`src/design/hnfu_pkg.sv`:
```
package hnfu_pkg;

	localparam int DEF_MAX_COMPONENTS = 32;
	localparam int DEF_MAX_FEATURES   = 256;

	localparam int OP_W       = 3;
	localparam int ROW_W      = 5;
	localparam int COL_W      = 8;
	localparam int DATA_W     = 32;
	localparam int CFG_IDX_W  = 2;
	localparam int CFG_DATA_W = 9;
	localparam int NC_W       = 6;
	localparam int NF_W       = 9;
	localparam int DIV_DVD_W  = 48;

	localparam logic [OP_W-1:0] OP_LOAD_SIGMA = 3'd0;
	localparam logic [OP_W-1:0] OP_LOAD_BETA  = 3'd1;
	localparam logic [OP_W-1:0] OP_LOAD_DELTA = 3'd2;
	localparam logic [OP_W-1:0] OP_RUN        = 3'd3;
	localparam logic [OP_W-1:0] OP_READ       = 3'd4;

	localparam logic [CFG_IDX_W-1:0] CFG_NUM_COMPONENTS   = 2'd0;
	localparam logic [CFG_IDX_W-1:0] CFG_NUM_FEATURES     = 2'd1;
	localparam logic [CFG_IDX_W-1:0] CFG_NONNEGATIVE_MODE = 2'd2;

	localparam logic [NC_W-1:0] RST_NUM_COMPONENTS   = 6'd32;
	localparam logic [NF_W-1:0] RST_NUM_FEATURES     = 9'd256;
	localparam logic            RST_NONNEGATIVE_MODE = 1'b1;

	localparam logic KIND_DONE = 1'b0;
	localparam logic KIND_READ = 1'b1;

	localparam logic signed [DATA_W-1:0] Q_MAX = 32'sh7fffffff;
	localparam logic signed [DATA_W-1:0] Q_MIN = 32'sh80000000;

	typedef struct packed {
		logic load_sigma;
		logic load_beta;
		logic load_delta;
		logic read_issue;
		logic read_out;
		logic clear_flags;
		logic diag_issue;
		logic diag_check;
		logic set_zero_var;
		logic mac_issue;
		logic mac_first;
		logic div_start;
		logic write_back;
		logic done_out;
		logic nonneg;
	} hnfu_cmd_t;

	typedef struct packed {
		logic out_full;
		logic diag_zero;
		logic mac_idle;
		logic div_done;
	} hnfu_status_t;

endpackage

```
`src/design/hnfu_ctrl.sv`:
```
module hnfu_ctrl #(
	parameter int MAX_COMPONENTS = hnfu_pkg::DEF_MAX_COMPONENTS,
	parameter int MAX_FEATURES   = hnfu_pkg::DEF_MAX_FEATURES,
	localparam int NW = (MAX_COMPONENTS > 1) ? $clog2(MAX_COMPONENTS) : 1,
	localparam int PW = (MAX_FEATURES > 1) ? $clog2(MAX_FEATURES) : 1
) (
	input  logic                                  clk,
	input  logic                                  arst_n,
	input  logic                                  req_valid,
	output logic                                  req_ready,
	input  logic [hnfu_pkg::OP_W-1:0]             operation,
	input  logic                                  res_ready,
	input  logic                                  cfg_we,
	input  logic [hnfu_pkg::CFG_IDX_W-1:0]        cfg_index,
	input  logic [hnfu_pkg::CFG_DATA_W-1:0]       cfg_data,
	input  hnfu_pkg::hnfu_status_t                status,
	output hnfu_pkg::hnfu_cmd_t                   cmd,
	output logic [NW-1:0]                         n_idx,
	output logic [PW-1:0]                         p_idx,
	output logic [NW-1:0]                         k_idx
);
	localparam int NUW = $clog2(MAX_COMPONENTS + 1);
	localparam int PUW = $clog2(MAX_FEATURES + 1);

	typedef enum logic [8:0] {
		S_IDLE     = 9'b000000001,
		S_READ     = 9'b000000010,
		S_DIAG_RD  = 9'b000000100,
		S_DIAG_CHK = 9'b000001000,
		S_MAC      = 9'b000010000,
		S_DRAIN    = 9'b000100000,
		S_DIV      = 9'b001000000,
		S_WB       = 9'b010000000,
		S_DONE     = 9'b100000000
	} state_t;

	state_t                      state_q, state_d;
	logic [hnfu_pkg::NC_W-1:0]   nc_q;
	logic [hnfu_pkg::NF_W-1:0]   nf_q;
	logic                        nonneg_q;
	logic [NW-1:0]               n_q, n_d, k_q, k_d;
	logic [PW-1:0]               p_q, p_d;
	logic [NUW-1:0]              n_use;
	logic [PUW-1:0]              p_use;
	logic [NW-1:0]               n_last;
	logic [PW-1:0]               p_last;
	logic                        accept;

	assign n_use  = (int'(nc_q) < MAX_COMPONENTS) ? NUW'(nc_q) : NUW'(MAX_COMPONENTS);
	assign p_use  = (int'(nf_q) < MAX_FEATURES) ? PUW'(nf_q) : PUW'(MAX_FEATURES);
	assign n_last = NW'(n_use - 1'b1);
	assign p_last = PW'(p_use - 1'b1);

	assign req_ready = (state_q == S_IDLE) && (!status.out_full || res_ready);
	assign accept    = req_valid && req_ready;

	always_ff @(posedge clk or negedge arst_n) begin
		if (!arst_n) begin
			nc_q     <= hnfu_pkg::RST_NUM_COMPONENTS;
			nf_q     <= hnfu_pkg::RST_NUM_FEATURES;
			nonneg_q <= hnfu_pkg::RST_NONNEGATIVE_MODE;
		end else if (cfg_we) begin
			unique case (cfg_index)
				hnfu_pkg::CFG_NUM_COMPONENTS:   nc_q     <= cfg_data[hnfu_pkg::NC_W-1:0];
				hnfu_pkg::CFG_NUM_FEATURES:     nf_q     <= cfg_data[hnfu_pkg::NF_W-1:0];
				hnfu_pkg::CFG_NONNEGATIVE_MODE: nonneg_q <= cfg_data[0];
				default: ;
			endcase
		end
	end

	always_ff @(posedge clk or negedge arst_n) begin
		if (!arst_n) begin
			state_q <= S_IDLE;
			n_q     <= '0;
			p_q     <= '0;
			k_q     <= '0;
		end else begin
			state_q <= state_d;
			n_q     <= n_d;
			p_q     <= p_d;
			k_q     <= k_d;
		end
	end

	always_comb begin
		state_d    = state_q;
		n_d        = n_q;
		p_d        = p_q;
		k_d        = k_q;
		cmd        = '0;
		cmd.nonneg = nonneg_q;
		unique case (state_q)
			S_IDLE: begin
				if (accept) begin
					unique case (operation)
						hnfu_pkg::OP_LOAD_SIGMA: cmd.load_sigma = 1'b1;
						hnfu_pkg::OP_LOAD_BETA:  cmd.load_beta  = 1'b1;
						hnfu_pkg::OP_LOAD_DELTA: cmd.load_delta = 1'b1;
						hnfu_pkg::OP_READ: begin
							cmd.read_issue = 1'b1;
							state_d        = S_READ;
						end
						hnfu_pkg::OP_RUN: begin
							cmd.clear_flags = 1'b1;
							n_d             = '0;
							p_d             = '0;
							k_d             = '0;
							if (n_use == '0 || p_use == '0)
								state_d = S_DONE;
							else
								state_d = S_DIAG_RD;
						end
						default: ;
					endcase
				end
			end
			S_READ: begin
				cmd.read_out = 1'b1;
				state_d      = S_IDLE;
			end
			S_DIAG_RD: begin
				cmd.diag_issue = 1'b1;
				state_d        = S_DIAG_CHK;
			end
			S_DIAG_CHK: begin
				cmd.diag_check = 1'b1;
				if (status.diag_zero) begin
					cmd.set_zero_var = 1'b1;
					if (n_q == n_last) begin
						state_d = S_DONE;
					end else begin
						n_d     = NW'(n_q + 1'b1);
						state_d = S_DIAG_RD;
					end
				end else begin
					p_d     = '0;
					k_d     = '0;
					state_d = S_MAC;
				end
			end
			S_MAC: begin
				cmd.mac_issue = 1'b1;
				cmd.mac_first = k_q == '0;
				if (k_q == n_last) begin
					k_d     = '0;
					state_d = S_DRAIN;
				end else begin
					k_d = NW'(k_q + 1'b1);
				end
			end
			S_DRAIN: begin
				if (status.mac_idle) begin
					cmd.div_start = 1'b1;
					state_d       = S_DIV;
				end
			end
			S_DIV: begin
				if (status.div_done)
					state_d = S_WB;
			end
			S_WB: begin
				cmd.write_back = 1'b1;
				if (p_q == p_last) begin
					p_d = '0;
					if (n_q == n_last) begin
						state_d = S_DONE;
					end else begin
						n_d     = NW'(n_q + 1'b1);
						state_d = S_DIAG_RD;
					end
				end else begin
					p_d     = PW'(p_q + 1'b1);
					state_d = S_MAC;
				end
			end
			S_DONE: begin
				cmd.done_out = 1'b1;
				state_d      = S_IDLE;
			end
			default: state_d = S_IDLE;
		endcase
	end

	assign n_idx = n_q;
	assign p_idx = p_q;
	assign k_idx = k_q;
endmodule

```
`config.mk`:
```
export PLATFORM = sky130hd
export DESIGN_NAME = hnfu_ctrl
export DESIGN_NICKNAME = d
export VERILOG_FILES = /design/src/design/hnfu_pkg.sv /design/src/design/hnfu_ctrl.sv
export SDC_FILE = /design/constraint.sdc
export NUM_CORES = 1
export LEC_CHECK = 0
export BUFFER_PORTS_ARGS = -buffer_cell sky130_fd_sc_hd__buf_2
export CAP_MARGIN = 15
export CORE_ASPECT_RATIO = 0.9
export CORE_MARGIN = 2
export CORE_UTILIZATION = 45
export CTS_CLUSTER_SIZE = 10
export DETAILED_ROUTE_END_ITERATION = 10
export PLACE_DENSITY_LB_ADDON = 0.08
export SYNTH_ARGS = -nofsm -noshare
export SYNTH_HDL_FRONTEND = slang
export SYNTH_SLANG_ARGS = --single-unit
```
`constraint.sdc`:
```
create_clock -name clk -period 4.5 [get_ports clk]
set_input_delay 1.35 -clock clk [delete_from_list [all_inputs] [get_ports clk]]
set_output_delay 1.35 -clock clk [all_outputs]
set_load 0.02 [all_outputs]
```
**After elaboration in Yosys (flattened, before gate mapping)**

Cells that the tools add are included.

- Flip-flop bits (word level): 43
- Word-level logic and storage cells: 104

- Add/sub/neg operators: 5
- $lt $le $gt $ge: 2
- Eq/ne operators: 27
- Muxes and demuxes: 44
- Reductions and logical operators: 19

Operator list:

| kind | number |
|---|---|
| 9-bit two-way mux | 9 |
| 9-bit case mux with 7 select lines | 1 |
| 5-bit two-way mux | 7 |
| 8-bit two-way mux | 4 |
| 5-bit case mux with 3 select lines | 2 |
| 8-bit case mux with 3 select lines | 1 |
| 9-bit case mux with 2 select lines | 1 |
| 1-bit two-way mux | 14 |
| 2-bit inequality test, second input constant | 7 |
| 5-bit by 1-bit adder with 5-bit output, second input constant | 2 |
| 5-bit equality test | 2 |
| 5-bit AND reduction | 2 |
| 9-bit by 1-bit equality test with 1-bit output, second input constant | 1 |
| 9-bit by 2-bit equality test with 1-bit output, second input constant | 1 |
| 9-bit by 3-bit equality test with 1-bit output, second input constant | 1 |
| 9-bit by 4-bit equality test with 1-bit output, second input constant | 1 |
| 9-bit by 5-bit equality test with 1-bit output, second input constant | 1 |
| 9-bit by 6-bit equality test with 1-bit output, second input constant | 1 |
| 9-bit by 7-bit equality test with 1-bit output, second input constant | 1 |
| 9-bit by 8-bit equality test with 1-bit output, second input constant | 1 |
| 9-bit equality test, second input constant | 1 |
| 9-bit zero test | 1 |
| 9-bit less-than comparator, second input constant | 1 |
| 8-bit by 1-bit adder with 8-bit output, second input constant | 1 |
| other kinds (24) | 33 |

**Longest topological paths before layout**

- Word-level depth: 8
- Gate-level depth with buffers: 13
- Mapped depth without buffers: 10

**Worst setup path after synthesis**

No wires, ideal clock.

- Kind: input to output
- Start: input port res_ready
- End: output port cmd[12] (netlist name)
- Data arrival time: 2473 ps
- Data required time: 3150 ps
- Slack: 677 ps
- Cell stages on the path: 4
- Path through: nand2b_1 > and2_1 > nand2b_1 > nor4b_1

RTL lines:

| what | line | RTL |
|---|---|---|
| start, declared | hnfu_ctrl.sv:12 | `input logic res_ready,` |
| end, declared | hnfu_ctrl.sv:17 | `output hnfu_pkg::hnfu_cmd_t cmd,` |

==> results.yml <==
status:
  status: "completed"
synthesis:
  synth_largest_area_cell: "dfrtp_1"
  synth_edf_count: 0
  yosysMostFrequentCell: "dfrtp_1"
  synth_warnings: 0
  ys_top_cells_by_count: "dfrtp_1 (39), nand2_1 (31), nand3_1 (20)"
  syn_inst: 316
  yosys.cell_types.count: 67
  synth_area_um2: 2900
  syn_nets: 346
  async_flop_share_pct: 100
  synth-seq-cells: 43
  ys_seq_area_share_pct: 37.2
  synthTopCellsByArea: "dfrtp_1 (34%), mux2_2 (5.8%), nand2_1 (4.0%)"
  avgSynthCellArea_um2: 9.19
  synth_top_area_share_pct: 33.6
  synthFlopType: "dfrtp_1"
setup_path:
  cpPeakStageDelay_ps: 470
  worstPathArrival_ps: 2400
  path_buf_inv: 1
  crit_family: "simple AND/OR/NAND/NOR gates"
  required_ps: 3150
  worstSetupStartpointType: "flop"
  end_kind: "primary output"
  worstSetupPathType: "flop to primary output"
  cp_max_fo: 8
  path_cells: "nor3_4 -> nand3_2 -> or3b_1 -> nand2b_1 -> nor4b_1 -> buf_2"
  slowest_stage: "dfrtp_1"
grt:
  gr-total-overflow: 0
  grt_pass1_wl_mm: 11.3
  grt_pass1_vias: 2346
  grt_antenna_before_repair: 0
  grt_max_degree: 44
  grt_use_total_pct: 20.3
final_layout:
  finalInstanceArea_um2: 3330
  area_growth_pct: 14.6
  fin_util_pct: 53.9
  final_nets: 399
  diodes: 0
  drive_gt1_share_pct: 26.5
clock_network:
  clkSlewWorstSetupHoldPaths_ps: 90
  cts_max_level: 2
  cts_tree: "done"
  cts_resized: 0
  cts-buffers-inserted: 5
  clock-sinks: 43
  holdBufCountCts: 0
  postCtsSetupRepairBufs: 0
  insertion_delay_ps: 300
  cts-root-buf: "clkbuf_8"
  clockBufferDepth: 2
timing:
  hold_ws_ps: 571
  setup_viol: 0
  fmax_mhz: 267
  period_minus_slack_ps: 3750
  worst_pin_slew_ps: 1130
  fin_skew_ps: 9.20
  fin_setup_tns_ps: 0
  period_share_pct: 83.4
  final-max-slew-violation-count: 0
  hold_violations: 0
  rsz0062_at_grt: "false"
  max_slew_margin_pct: 23.7
power_and_ir_drop:
  p_comb_share_pct: 37.6
  power.share.sequential_pct: 43.8
  ir_drop_uv: 176
  powerDensity_nw_per_um2: 396
  clockPowerShare_pct: 18.6
  power_switching_w: 0.000530
  p_leak_nw: 1.58
  cell_internal_pwr_w: 0.000788
  sw_frac_of_total_pct: 40.2
routing:
  viasPerCell: 5.57
  drc_errors: 0
  wl_per_cell_um: 15.0
  drt-total-wl_mm: 6.87
  vias: 2544
  drtAntennaViolNets: 0
  drtIter0Drc: 143
  firstDrtPassIters: 5
floorplanning:
  io_pins: 57
  coreArea_um2: 6180
  die_y_um: 80.2
  dieArea_um2: 7110
  rows: 27
  initial_core_util_pct: 47.0
  die_width_um: 88.7
flow_run:
  max_cap_violations: 0
placed_design:
  port_buffers: 56
  dpl_cell_area_um2: 3240
  dpl.hpwl_mm: 5.06
  place_congestion: 0.864
worst_hold_path:
  hp-class: "flop to flop"
-- cell families after synthesis --
logic type	count (synthesis)	share of synthesized area, %
xor+xnor	11	4.27
simple gates	143	28.8
compound gates	64	15.2
fa+ha+maj	7	3.02
flops	43	37.2
buf+inv	29	4.27
mux	19	7.24
-- state kept, by name, summed over array words and instances (netlist names) --
register	flops
nf_q	9
state_q	9
nc_q	6
k_idx	5
nonneg_q	1
p_idx	8
n_idx	5
-- layer usage --
| layer | GRT usage (%) | share of wire, % |
|---|---|---|
| met2 | 31.3 | 44 |
| met5 | 0 | 0 |
| met4 | 7.27 | 1.9 |
| met3 | 4.21 | 4.8 |
| met1 | 27.9 | 49 |
-- per-stage QoR --
step                      setup slack (ps)  power (W)  std cells
after floorplan                        677   0.000941        316
final                                  748    0.00132        457
after global placement                 817    0.00107        449
after detailed placement               789    0.00108        449
after CTS                              747    0.00133        457
after global routing                   593    0.00142        457
-- cell usage in the layout (no fill, tap or decap), drive strengths merged, types with 9 or more instances in the layout --
master  count
a21oi       9
buf        57
dfrtp      39
inv        18
mux2       16
nand2      31
nand2b     10
nand3      21
nor2       18
nor3       11
o21ai      18
-- power groups by stage --
stage                     logic, W  clock network [W]  registers, W
after global routing      0.000552           0.000271      0.000593
final                     0.000495           0.000246      0.000576
after detailed placement  0.000494                  0      0.000582
after global placement    0.000487                  0      0.000579
after floorplan           0.000373                  0      0.000568
after CTS                 0.000497           0.000256      0.000575
-- path summary, 6_finish.rpt --
path / end / from / slack, ps / cells past startpoint
max: cmd[13] / state_q[6]$_DFFE_PN0P_ / 750 / 6
min: nc_q[1]$_DFFE_PN0P_ / nc_q[1]$_DFFE_PN0P_ / 570 / 1
max reg2reg: k_idx[3]$_DFFE_PN0P_ / nc_q[5]$_DFFE_PN1P_ / 1430 / 9
min reg2reg: nc_q[1]$_DFFE_PN0P_ / nc_q[1]$_DFFE_PN0P_ / 570 / 1
max in group asynchronous: n_idx[3]$_DFFE_PN0P_ / arst_n / 2670 / 1
min in group asynchronous: nf_q[6]$_DFFE_PN0P_ / arst_n / 1220 / 1
-- final cells by class --
cell class	count	area, um^2
flip-flops and latches	43	1080
fillers	582	2850
well taps	87	109
inverters	18	67.6
repair buffers	57	288
multi-input cells	244	1700
clock inverters	2	12.5
clock buffers	6	72.6
(Power assumes the default switching activity.)
